===== src/rtl/lrupr_pkg.sv =====
package lrupr_pkg;

  // Reset value and width of the frame budget register
  localparam int unsigned CFG_W          = 4;
  localparam logic [3:0]  FRAMES_RST     = 4'd4;
  localparam int unsigned FAULT_W        = 32;
  localparam int unsigned OCC_OUT_W      = 4;

  // Broadcast control from the top level to every cell
  typedef struct packed {
    logic accept;   // a request is taken this cycle
    logic hit;      // the request matches a resident page
    logic evict;    // a miss with occupancy at the frame budget drops the least recent page
  } cell_ctl_t;

  // Status a cell hands to its neighbors
  typedef struct packed {
    logic valid;    // cell holds a resident page
    logic seen;     // a match sits in this cell or further down the row
  } cell_stat_t;

endpackage


===== src/rtl/lrupr_cell.sv =====
module lrupr_cell #(
  parameter int unsigned PAGE_BITS = 16
) (
  input  logic                   clk,
  input  logic                   rst_n,
  input  lrupr_pkg::cell_ctl_t   ctl,
  input  logic [PAGE_BITS-1:0]   req_page,
  input  logic [PAGE_BITS-1:0]   prev_page,
  input  logic                   prev_valid,
  input  logic                   seen_in,
  output logic [PAGE_BITS-1:0]   page_o,
  output lrupr_pkg::cell_stat_t  stat_o
);

  logic [PAGE_BITS-1:0] page_r;
  logic [PAGE_BITS-1:0] page_nxt;
  logic                 valid_r;
  logic                 valid_nxt;
  logic                 match;
  logic                 load;

  // Compare the request against the held page
  assign match = valid_r && (page_r == req_page);

  // Shift in from the upper neighbor: on a hit every cell down to the match,
  // on a miss every resident cell plus the first free one unless a page is evicted
  assign load = ctl.accept &&
                (ctl.hit ? (match || seen_in)
                         : (valid_r || (prev_valid && !ctl.evict)));

  always_comb begin
    page_nxt  = page_r;
    valid_nxt = valid_r;
    if (load) begin
      page_nxt  = prev_page;
      valid_nxt = valid_r | prev_valid;
    end
  end

  // Hold the page; the payload needs no reset since valid gates it
  always_ff @(posedge clk) begin
    page_r <= page_nxt;
  end

  always_ff @(posedge clk) begin
    if (!rst_n) begin
      valid_r <= 1'b0;
    end else begin
      valid_r <= valid_nxt;
    end
  end

  assign page_o       = page_r;
  assign stat_o.valid = valid_r;
  assign stat_o.seen  = match | seen_in;

endmodule


===== src/rtl/lru_page_replacement_unit.sv =====
// Channel  Direction  Accept when             Payload
// in_      slave      in_tvalid & in_tready   page_number
// out_     master     out_tvalid & out_tready fault, evicted_valid, evicted_page,
//                                             fault_total, occupancy
// cfg_     slave      cfg_valid & cfg_ready   frames_in_use
//
// One reference per clock: the row of MAX_FRAMES cells compares the page in
// parallel, ripples the match flag up the row and shifts in the same cycle.
// The result register frees a slot every cycle the output side takes a result.
// Reset (rst_n low, synchronous) empties the stack, zeroes the fault count and
// sets frames_in_use to 4. A stalled output holds its result and blocks input.
module lru_page_replacement_unit #(
  parameter int unsigned MAX_FRAMES = 8,
  parameter int unsigned PAGE_BITS  = 16,
  localparam int unsigned IN_W      = ((PAGE_BITS + 7) / 8) * 8,
  localparam int unsigned RES_W     = 2 + PAGE_BITS + lrupr_pkg::FAULT_W
                                      + lrupr_pkg::OCC_OUT_W,
  localparam int unsigned OUT_W     = ((RES_W + 7) / 8) * 8
) (
  input  logic                clk,
  input  logic                rst_n,
  input  logic                in_tvalid,
  output logic                in_tready,
  input  logic [IN_W-1:0]     in_tdata,   // page_number
  output logic                out_tvalid,
  input  logic                out_tready,
  output logic [OUT_W-1:0]    out_tdata,  // fault, evicted_valid, evicted_page,
                                          // fault_total, occupancy
  input  logic                cfg_valid,
  output logic                cfg_ready,
  input  logic [lrupr_pkg::CFG_W-1:0] cfg_data
);

  localparam int unsigned OCC_W   = $clog2(MAX_FRAMES + 1);
  localparam int unsigned CMP_W   = (OCC_W > lrupr_pkg::CFG_W) ? OCC_W : lrupr_pkg::CFG_W;
  localparam int unsigned FAULT_W = lrupr_pkg::FAULT_W;

  logic [lrupr_pkg::CFG_W-1:0] frames_r;
  logic [OCC_W-1:0]            used_r;
  logic [OCC_W-1:0]            used_nxt;
  logic [FAULT_W-1:0]          fault_cnt_r;
  logic [FAULT_W-1:0]          fault_cnt_nxt;
  logic                        out_valid_r;
  logic                        out_valid_nxt;
  logic [RES_W-1:0]            res_r;
  logic [RES_W-1:0]            res_nxt;

  logic                        in_acc;
  logic [PAGE_BITS-1:0]        req_page;
  logic [CMP_W-1:0]            cap;
  logic [CMP_W-1:0]            used_ext;
  logic                        full;
  logic                        hit;
  logic                        evict;
  logic [PAGE_BITS-1:0]        ev_page;
  logic [CMP_W-1:0]            occ_ext;

  lrupr_pkg::cell_ctl_t        ctl;
  logic [PAGE_BITS-1:0]        page_q [MAX_FRAMES];
  lrupr_pkg::cell_stat_t       stat   [MAX_FRAMES];
  logic [MAX_FRAMES-1:0]       valid_vec;

  assign in_tready = !out_valid_r || out_tready;
  assign in_acc    = in_tvalid && in_tready;
  assign req_page  = in_tdata[PAGE_BITS-1:0];
  assign cfg_ready = 1'b1;

  // Clamp the frame budget to 1..MAX_FRAMES
  always_comb begin
    cap = CMP_W'(frames_r);
    if (frames_r == '0) begin
      cap = CMP_W'(1);
    end else if (CMP_W'(frames_r) > CMP_W'(MAX_FRAMES)) begin
      cap = CMP_W'(MAX_FRAMES);
    end
  end

  assign used_ext = CMP_W'(used_r);
  assign full     = used_ext >= cap;
  assign hit      = stat[0].seen;
  assign evict    = !hit && full;

  assign ctl.accept = in_acc;
  assign ctl.hit    = hit;
  assign ctl.evict  = evict;

  // Build the cell row; data flows down, the match flag ripples up
  for (genvar i = 0; i < MAX_FRAMES; i++) begin : g_cell
    logic [PAGE_BITS-1:0] prev_page;
    logic                 prev_valid;
    logic                 seen_in;

    if (i == 0) begin : g_head
      assign prev_page  = req_page;
      assign prev_valid = 1'b1;
    end else begin : g_body
      assign prev_page  = page_q[i-1];
      assign prev_valid = stat[i-1].valid;
    end

    if (i == MAX_FRAMES - 1) begin : g_tail
      assign seen_in = 1'b0;
    end else begin : g_link
      assign seen_in = stat[i+1].seen;
    end

    lrupr_cell #(
      .PAGE_BITS (PAGE_BITS)
    ) u_cell (
      .clk        (clk),
      .rst_n      (rst_n),
      .ctl        (ctl),
      .req_page   (req_page),
      .prev_page  (prev_page),
      .prev_valid (prev_valid),
      .seen_in    (seen_in),
      .page_o     (page_q[i]),
      .stat_o     (stat[i])
    );

    assign valid_vec[i] = stat[i].valid;
  end

  // Pick the least recent page: the last resident cell
  always_comb begin
    ev_page = '0;
    for (int i = 0; i < MAX_FRAMES; i++) begin
      if (valid_vec[i] && ((i == MAX_FRAMES - 1) || !valid_vec[(i + 1) % MAX_FRAMES])) begin
        ev_page = ev_page | page_q[i];
      end
    end
    if (!evict) begin
      ev_page = '0;
    end
  end

  // Advance occupancy and the saturating fault count
  always_comb begin
    used_nxt      = used_r;
    fault_cnt_nxt = fault_cnt_r;
    if (in_acc && !hit) begin
      if (!full) begin
        used_nxt = used_r + OCC_W'(1);
      end
      if (fault_cnt_r != {FAULT_W{1'b1}}) begin
        fault_cnt_nxt = fault_cnt_r + FAULT_W'(1);
      end
    end
  end

  assign occ_ext = CMP_W'(used_nxt);

  // Load the result register on a request, drop it once taken
  always_comb begin
    out_valid_nxt = out_valid_r;
    res_nxt       = res_r;
    if (in_acc) begin
      out_valid_nxt = 1'b1;
      res_nxt = {occ_ext[lrupr_pkg::OCC_OUT_W-1:0], fault_cnt_nxt, ev_page, evict, !hit};
    end else if (out_tready) begin
      out_valid_nxt = 1'b0;
    end
  end

  always_ff @(posedge clk) begin
    if (!rst_n) begin
      frames_r    <= lrupr_pkg::FRAMES_RST;
      used_r      <= '0;
      fault_cnt_r <= '0;
      out_valid_r <= 1'b0;
    end else begin
      if (cfg_valid && cfg_ready) begin
        frames_r <= cfg_data;
      end
      used_r      <= used_nxt;
      fault_cnt_r <= fault_cnt_nxt;
      out_valid_r <= out_valid_nxt;
    end
  end

  always_ff @(posedge clk) begin
    res_r <= res_nxt;
  end

  assign out_tvalid = out_valid_r;
  assign out_tdata  = OUT_W'(res_r);

  // Resident cells form a prefix whose length is the occupancy
  a_occ_matches_cells: assert property (@(posedge clk) disable iff (!rst_n)
    $countones(valid_vec) == 32'(used_r))
    else $error("cell valid count differs from occupancy");

  a_occ_bounded: assert property (@(posedge clk) disable iff (!rst_n)
    CMP_W'(used_r) <= CMP_W'(MAX_FRAMES))
    else $error("occupancy above frame count");

  a_hit_no_evict: assert property (@(posedge clk) disable iff (!rst_n)
    (in_acc && hit) |=> (!res_r[1] && (used_r == $past(used_r))))
    else $error("hit changed occupancy or evicted a page");

  a_miss_grow: assert property (@(posedge clk) disable iff (!rst_n)
    (in_acc && !hit && !full) |=> (used_r == $past(used_r) + OCC_W'(1)))
    else $error("miss with free frame did not grow occupancy");

endmodule

===== config.mk =====
export PLATFORM = sky130hd
export DESIGN_NAME = lru_page_replacement_unit
export DESIGN_NICKNAME = d
export VERILOG_FILES = /design/src/rtl/lrupr_pkg.sv /design/src/rtl/lrupr_cell.sv /design/src/rtl/lru_page_replacement_unit.sv
export SDC_FILE = /design/constraint.sdc
export NUM_CORES = 1
export LEC_CHECK = 0
export ABC_AREA = 1
export BUFFER_PORTS_ARGS = -buffer_cell sky130_fd_sc_hd__buf_4
export CAP_MARGIN = 25
export CORE_UTILIZATION = 55
export CTS_BUF_LIST = sky130_fd_sc_hd__clkbuf_4 sky130_fd_sc_hd__clkbuf_8 sky130_fd_sc_hd__clkbuf_16
export CTS_CLUSTER_SIZE = 20
export DETAILED_ROUTE_END_ITERATION = 10
export PLACE_DENSITY = 0.74
export SLEW_MARGIN = 20
export SYNTH_ARGS = -nofsm -noshare
export SYNTH_HDL_FRONTEND = slang
export SYNTH_SLANG_ARGS = --single-unit

===== constraint.sdc =====
create_clock -name clk -period 4.9 [get_ports clk]
set_clock_uncertainty 0.2 [all_clocks]
set_input_delay 1.225 -clock clk [delete_from_list [all_inputs] [get_ports clk]]
set_output_delay 1.225 -clock clk [all_outputs]
set_load 0.02 [all_outputs]

Word level (Yosys, flattened, before mapping)
Index checks and enable logic that the tools add are counted.
{ "classes": {"addsub": 2, "order_cmp": 2, "n_eq_ne": 9, "mux": 24, "bitwise_logic": 21, "reduce_logical": 61} }
{ "op_table": {"columns": ["op", "count"], "rows": [
  ["$eq A16 B16 Y1", 8],
  ["$mux W16", 8],
  ["$or A16 B16 Y16", 7],
  ["$mux W32", 2],
  ["$logic_and A1 B1 Y1", 33],
  ["$add A32 B1 Y32 const B", 1],
  ["$ne A32 B32 Y1 const B", 1],
  ["$logic_or A1 B1 Y1", 16],
  ["$mux W4", 4],
  ["$or A1 B1 Y1", 14],
  ["$logic_not A1 Y1", 10],
  ["$mux W1", 10],
  ["$add A4 B1 Y4 const B", 1],
  ["$ge A4 B4 Y1", 1],
  ["$gt A4 B4 Y1 const B", 1],
  ["$logic_not A4 Y1", 1],
  ["$reduce_bool A2 Y1", 1]
]} }
{ "word_totals": {"regBits": 231} }

Logic depth before layout (Yosys ltp)
{ "depth": {"word_depth": 17, "ltp_mapped": 18, "ltp_nobuf": 16} }

Modules after synthesis
From an unflattened synthesis, not the netlist that was laid out.
{ "unflattened": {"hier_cells": 1467, "hier_area_um2": 12126.6} }
{ "by_module_without_submodules": {"columns": ["mod", "instances", "cells_each", "area_per_inst_um2", "seq_area_each_um2"], "rows": [
  ["lrupr_cell", 8, 96, 852.1, 500.5],
  ["lru_page_replacement_unit", 1, 699, 5310.1, 2442.3]
]} }

Worst setup path after synthesis
Ideal clock, no wire load.
{ "synth_path": {"path_type": "input-to-reg", "startpoint": "in out_tready", "endpoint": "reg g_cell[7].u_cell.page_r[0], enable pin", "setup_time_ps": 394, "arrival_ps": 4495, "setup_slack_ps": -190, "path_stages": 7, "path_cell_list": "inv_1 > nand2_1 > nand2_1 > inv_1 > clkbuf_1 > nand2_1 > a21oi_1"} }
{ "synth_via": {"elab_chain_len": 3} }
{ "synth_lines": {"columns": ["element", "line", "rtl"], "rows": [
  ["from (decl)", "lru_page_replacement_unit.sv:26", "input logic out_tready,"],
  ["$logic_or A1 B1 Y1", "lru_page_replacement_unit.sv:63", "assign in_tready = !out_valid_r || out_tready;"],
  ["named net in_tready", "lru_page_replacement_unit.sv:23", "output logic in_tready,"],
  ["$logic_and A1 B1 Y1", "lru_page_replacement_unit.sv:64", "assign in_acc = in_tvalid && in_tready;"],
  ["named net in_acc", "lru_page_replacement_unit.sv:48", "logic in_acc;"],
  ["$logic_and A1 B1 Y1", "lrupr_cell.sv:27", "assign load = ctl.accept &&"],
  ["named net g_cell[7].u_cell.load", "lrupr_cell.sv:20", "logic load;"],
  ["to (signal assigned)", "lrupr_cell.sv:42", "page_r <= page_nxt;"],
  ["to (decl)", "lrupr_cell.sv:15", "logic [PAGE_BITS-1:0] page_r;"]
]} }
The timed path passes the listed nets, and every way through them passes these cells.
A chain may end at the register's enable or synchronous reset.

Worst setup path after layout
{ "layout_path": {"startpoint": "in in_tdata[7]", "endpoint": "reg g_cell[7].u_cell.page_r[1], enable pin"} }
{ "layout_via": {"elab_chain_len": 16, "word_cells_on_any_way": 30} }
{ "layout_lines": {"columns": ["element", "line", "rtl"], "rows": [
  ["from (decl)", "lru_page_replacement_unit.sv:24", "input logic [IN_W-1:0] in_tdata,"],
  ["$eq A16 B16 Y1", "lrupr_cell.sv:23", "assign match = valid_r && (page_r == req_page);"],
  ["$logic_and A1 B1 Y1", "lrupr_cell.sv:23", null],
  ["$or A1 B1 Y1 (7 in series)", "lrupr_cell.sv:55", "assign stat_o.seen = match | seen_in;"],
  ["$logic_not A1 Y1", "lru_page_replacement_unit.sv:81", "assign evict = !hit && full;"],
  ["$logic_and A1 B1 Y1", "lru_page_replacement_unit.sv:81", null],
  ["$logic_not A1 Y1", "lrupr_cell.sv:29", ": (valid_r || (prev_valid && !ctl.evict)));"],
  ["$logic_and A1 B1 Y1", "lrupr_cell.sv:29", null],
  ["$logic_or A1 B1 Y1", "lrupr_cell.sv:29", null],
  ["$mux W1 (*)", "lrupr_cell.sv:28", "(ctl.hit ? (match || seen_in)"],
  ["$logic_and A1 B1 Y1 (*)", "lrupr_cell.sv:27", null],
  ["named net g_cell[7].u_cell.load", "lrupr_cell.sv:20", null]
]} }
Mark *: on every way through the listed nets, which the timed path passes. The rest lies on a longest branch.

==> results.json <==
{
  "netlist.area_leader.share_pct": 43.6,
  "global_router_s_overall_resource_usage_pct": 34.4,
  "critical_path.endpoint_type": "register",
  "gr-usage-met2_pct": 51.2,
  "dpl-instance-area_um2": 13400,
  "drive_above_1_share_pct": 12.1,
  "netlist_top_cells_area": "sky130_fd_sc_hd__edfxtp_1, sky130_fd_sc_hd__nand2_1, sky130_fd_sc_hd__dfxtp_1",
  "cellPowerDensity_nw_per_um2": 330,
  "synth_top_flop_cell": "sky130_fd_sc_hd__edfxtp_1",
  "final_core_util_pct": 64.5,
  "place_congestion": 1.06,
  "cp_common_cell": "sky130_fd_sc_hd__nand2_1",
  "floorplan.die.height_um": 153,
  "setup_violations": 0,
  "routed_wire_length_per_instance_um": 21.4,
  "totalNegativeSetupSlack_ns": 0,
  "final-max-slew-violation-count": 0,
  "grt_overflow_total": 0,
  "ys_types": 49,
  "critical_path.cell_chain": "buf_4 -> clkinv_1 -> nand2_1 -> nand2_1 -> nor2_1 -> nand4_1 -> nor4_1 -> nand3_1 -> nand4_4 -> inv_1 -> nand2_1 -> buf_4 -> nand2_1 -> a21oi_1 -> buf_4",
  "grt_max_degree": 45,
  "h_tree_levels": 1,
  "latest_clock_arrival_within_the_worst_skew_pair_ns": 0.55,
  "synth-edff-count": 182,
  "path_delay_family": "simple AND/OR/NAND/NOR gates",
  "flow.area_growth_from_synthesis_pct": 13.6,
  "final_critical_path_setup_slack_ns": 0.866,
  "floorplan.die.width_um": 153,
  "synthDominantAreaCellType": "sky130_fd_sc_hd__edfxtp_1",
  "tightestPinTransition_ns": 0.889,
  "async_set_or_reset_flop_fraction_in_the_synthesized_netlist_pct": 0,
  "setup.worst_path.start_class": "input port",
  "drt_wl_total_um": 40200,
  "grt_pass1_vias": 10400,
  "worst_ir_drop_vdd_uv": 324,
  "run_status": "finished, final reports clean",
  "drv_cap": 0,
  "synth.cell_area_um2": 12500,
  "antenna_violating_nets_post_route": 0,
  "placement_rows": 54,
  "buffers_added_on_ports": 80,
  "critical_path.max_fanout": 19,
  "cts_buffers": 26,
  "sequential_element_share_of_the_synthesized_area_pct": 51.4,
  "critPathRequiredTime_ns": 4.92,
  "post_cts_resize_count": 0,
  "viasPerCell": 5.92,
  "cts_root_buffer": "sky130_fd_sc_hd__clkbuf_16",
  "met1_usage_pct": 51.5,
  "dp_hpwl_um": 30500,
  "critical_path.n_buffers_inverters": 5,
  "max-clock-path-buffers": 3,
  "busiest_layer": "met1",
  "clkSinkCount": 231,
  "multi_input_area_um2": 5180,
  "setup.worst_path.class": "in -> reg",
  "global_route_met3_utilization_pct": 6.01,
  "drt_iter0_markers": 1193,
  "grt_first_pass_wirelength_um": 60300,
  "layout.cell_area.non_filler_um2": 14200,
  "syn_avg_cell_area_um2": 8.40,
  "timing.critical_path.arrival_ns": 4.05,
  "number_of_endpoints_with_negative_hold_slack_in_the_final_report": 0,
  "die_area_um2": 23400,
  "rsz0062_at_grt": "no",
  "register_area_um2": 6450,
  "cts-hold-fix-buffers": 0,
  "holdCritPathClass": "reg -> reg",
  "timing.final.crit_share_pct": 82.3,
  "clkSlewWorstSetupHoldPaths_ns": 0.06,
  "synth_warnings": 0,
  "floorplan_core_area_um2": 22100,
  "floorplan.initialDensity_pct": 56.7,
  "p_leak_uw": 0.00603,
  "final_period_minus_worst_setup_slack_ns": 4.03,
  "num_antenna_cells": 0,
  "detailedRoute.firstPassIterationCount": 5,
  "max_stage_delay_ns": 0.35,
  "design.portCount": 84,
  "max_freq_ghz": 0.248,
  "timing.max_slew.rel_slack_pct": 40.5,
  "vias": 11100,
  "drc_errors": 0,
  "cts.repair_timing.setup_buffer_count": 0,
  "tritoncts_clock_tree": "built",
  "net_count_reported_at_finish": 1606,
  "grt_antenna_before_repair": 0,
  "synthesis.instances": 1493,
  "critical_path.slowest_cell": "sky130_fd_sc_hd__clkinv_1",
  "yosys_register_bits": 231,
  "pre_cts_ws_ns": 0.445,
  "fillers": 1886
}
[per-layer routing]
metal	vias up	share of wire, %
li1	5161	-
met1	5192	43
met2	683	43
met3	67	12
met4	0	2.2
met5	-	0
[metrics by stage]
stage / total power (µW) / hold slack [ns] / instances
floorplan: 2540 / 0.226 / 1494
global placement: 2720 / 0.234 / 1827
detailed placement: 2720 / 0.249 / 1827
CTS: 4710 / 0.270 / 1875
global route: 4830 / 0.285 / 1875
finish: 4700 / 0.262 / 1875
[cell usage in the layout, fill, tap and decap left out, types with 25 or more instances in the layout]
master,Yosys,final
sky130_fd_sc_hd__nor2_1,164,164
sky130_fd_sc_hd__dfxtp_1,49,49
sky130_fd_sc_hd__nor3_1,38,38
sky130_fd_sc_hd__xnor2_1,25,25
sky130_fd_sc_hd__edfxtp_1,182,182
sky130_fd_sc_hd__clkbuf_16,0,26
sky130_fd_sc_hd__xor2_1,39,39
sky130_fd_sc_hd__nand2_1,434,434
sky130_fd_sc_hd__buf_4,9,98
sky130_fd_sc_hd__o21ai_0,64,64
sky130_fd_sc_hd__nand3_1,41,41
sky130_fd_sc_hd__inv_1,162,161
sky130_fd_sc_hd__a21oi_1,73,73
sky130_fd_sc_hd__nand4_1,32,32
[kinds of logic after synthesis]
group / after synthesis / share of synthesized area (%)
xor gates and xnor gates: 64 / 4.47
and+or+nand+nor: 758 / 25.6
AOI/OAI and AO/OA: 215 / 10.5
other: 2 / 0.0599
DFF: 231 / 51.4
buffers and inverters: 217 / 7.32
adders and majority gates: 6 / 0.599
[registers in the layout, indices dropped and copies added (netlist names)]
| register | count |
|---|---|
| fault_cnt_r | 32 |
| g_cell.u_cell.page_o | 128 |
| frames_r | 4 |
| out_tvalid | 1 |
| res_r | 54 |
| g_cell.u_cell.valid_r | 8 |
| used_ext | 4 |
[where the power goes]
group | total (µW) | internal (µW) | switching [µW]
clock network | 2010 | 1200 | 802
logic | 490 | 144 | 345
registers | 2210 | 2170 | 36.8
[final timing paths]
path | from | to | slack (ns) | depth (start not counted)
setup / recovery | in_tdata[7] | g_cell[7].u_cell.page_o[1] | 0.87 | 15
hold / removal | g_cell[0].u_cell.page_o[0] | g_cell[1].u_cell.page_o[0] | 0.26 | 0
setup reg to reg | g_cell[7].u_cell.valid_r | g_cell[7].u_cell.page_o[1] | 0.98 | 13
hold reg to reg | g_cell[0].u_cell.page_o[0] | g_cell[1].u_cell.page_o[0] | 0.26 | 0
[Yosys cell counts (all sizes together), types with 2 or more instances]
| cell | number |
|---|---|
| or2 | 11 |
| ha | 6 |
| buf | 32 |
| nand4 | 34 |
| nand3b | 4 |
| edfxtp | 182 |
| nand2 | 434 |
| nor2 | 167 |
| nand3 | 42 |
| o21ai | 90 |
| clkbuf | 13 |
| o22ai | 17 |
| a221oi | 24 |
| clkinv | 3 |
| conb | 2 |
| and3 | 4 |
| xnor2 | 25 |
| inv | 169 |
| nor3b | 5 |
| xor2 | 39 |
| nor4 | 14 |
| a21oi | 78 |
| dfxtp | 49 |
| nor3 | 39 |
[cell type report]
type                    instances  area share (%)
clock inverters                18            1.41
repair buffers                 98            5.16
multi-input cells            1046            36.4
clock buffers                  30            4.78
inverters                     172            4.55
flip-flops and latches        231            45.2
well taps                     280            2.46
Power figures use the tool's default switching activity.
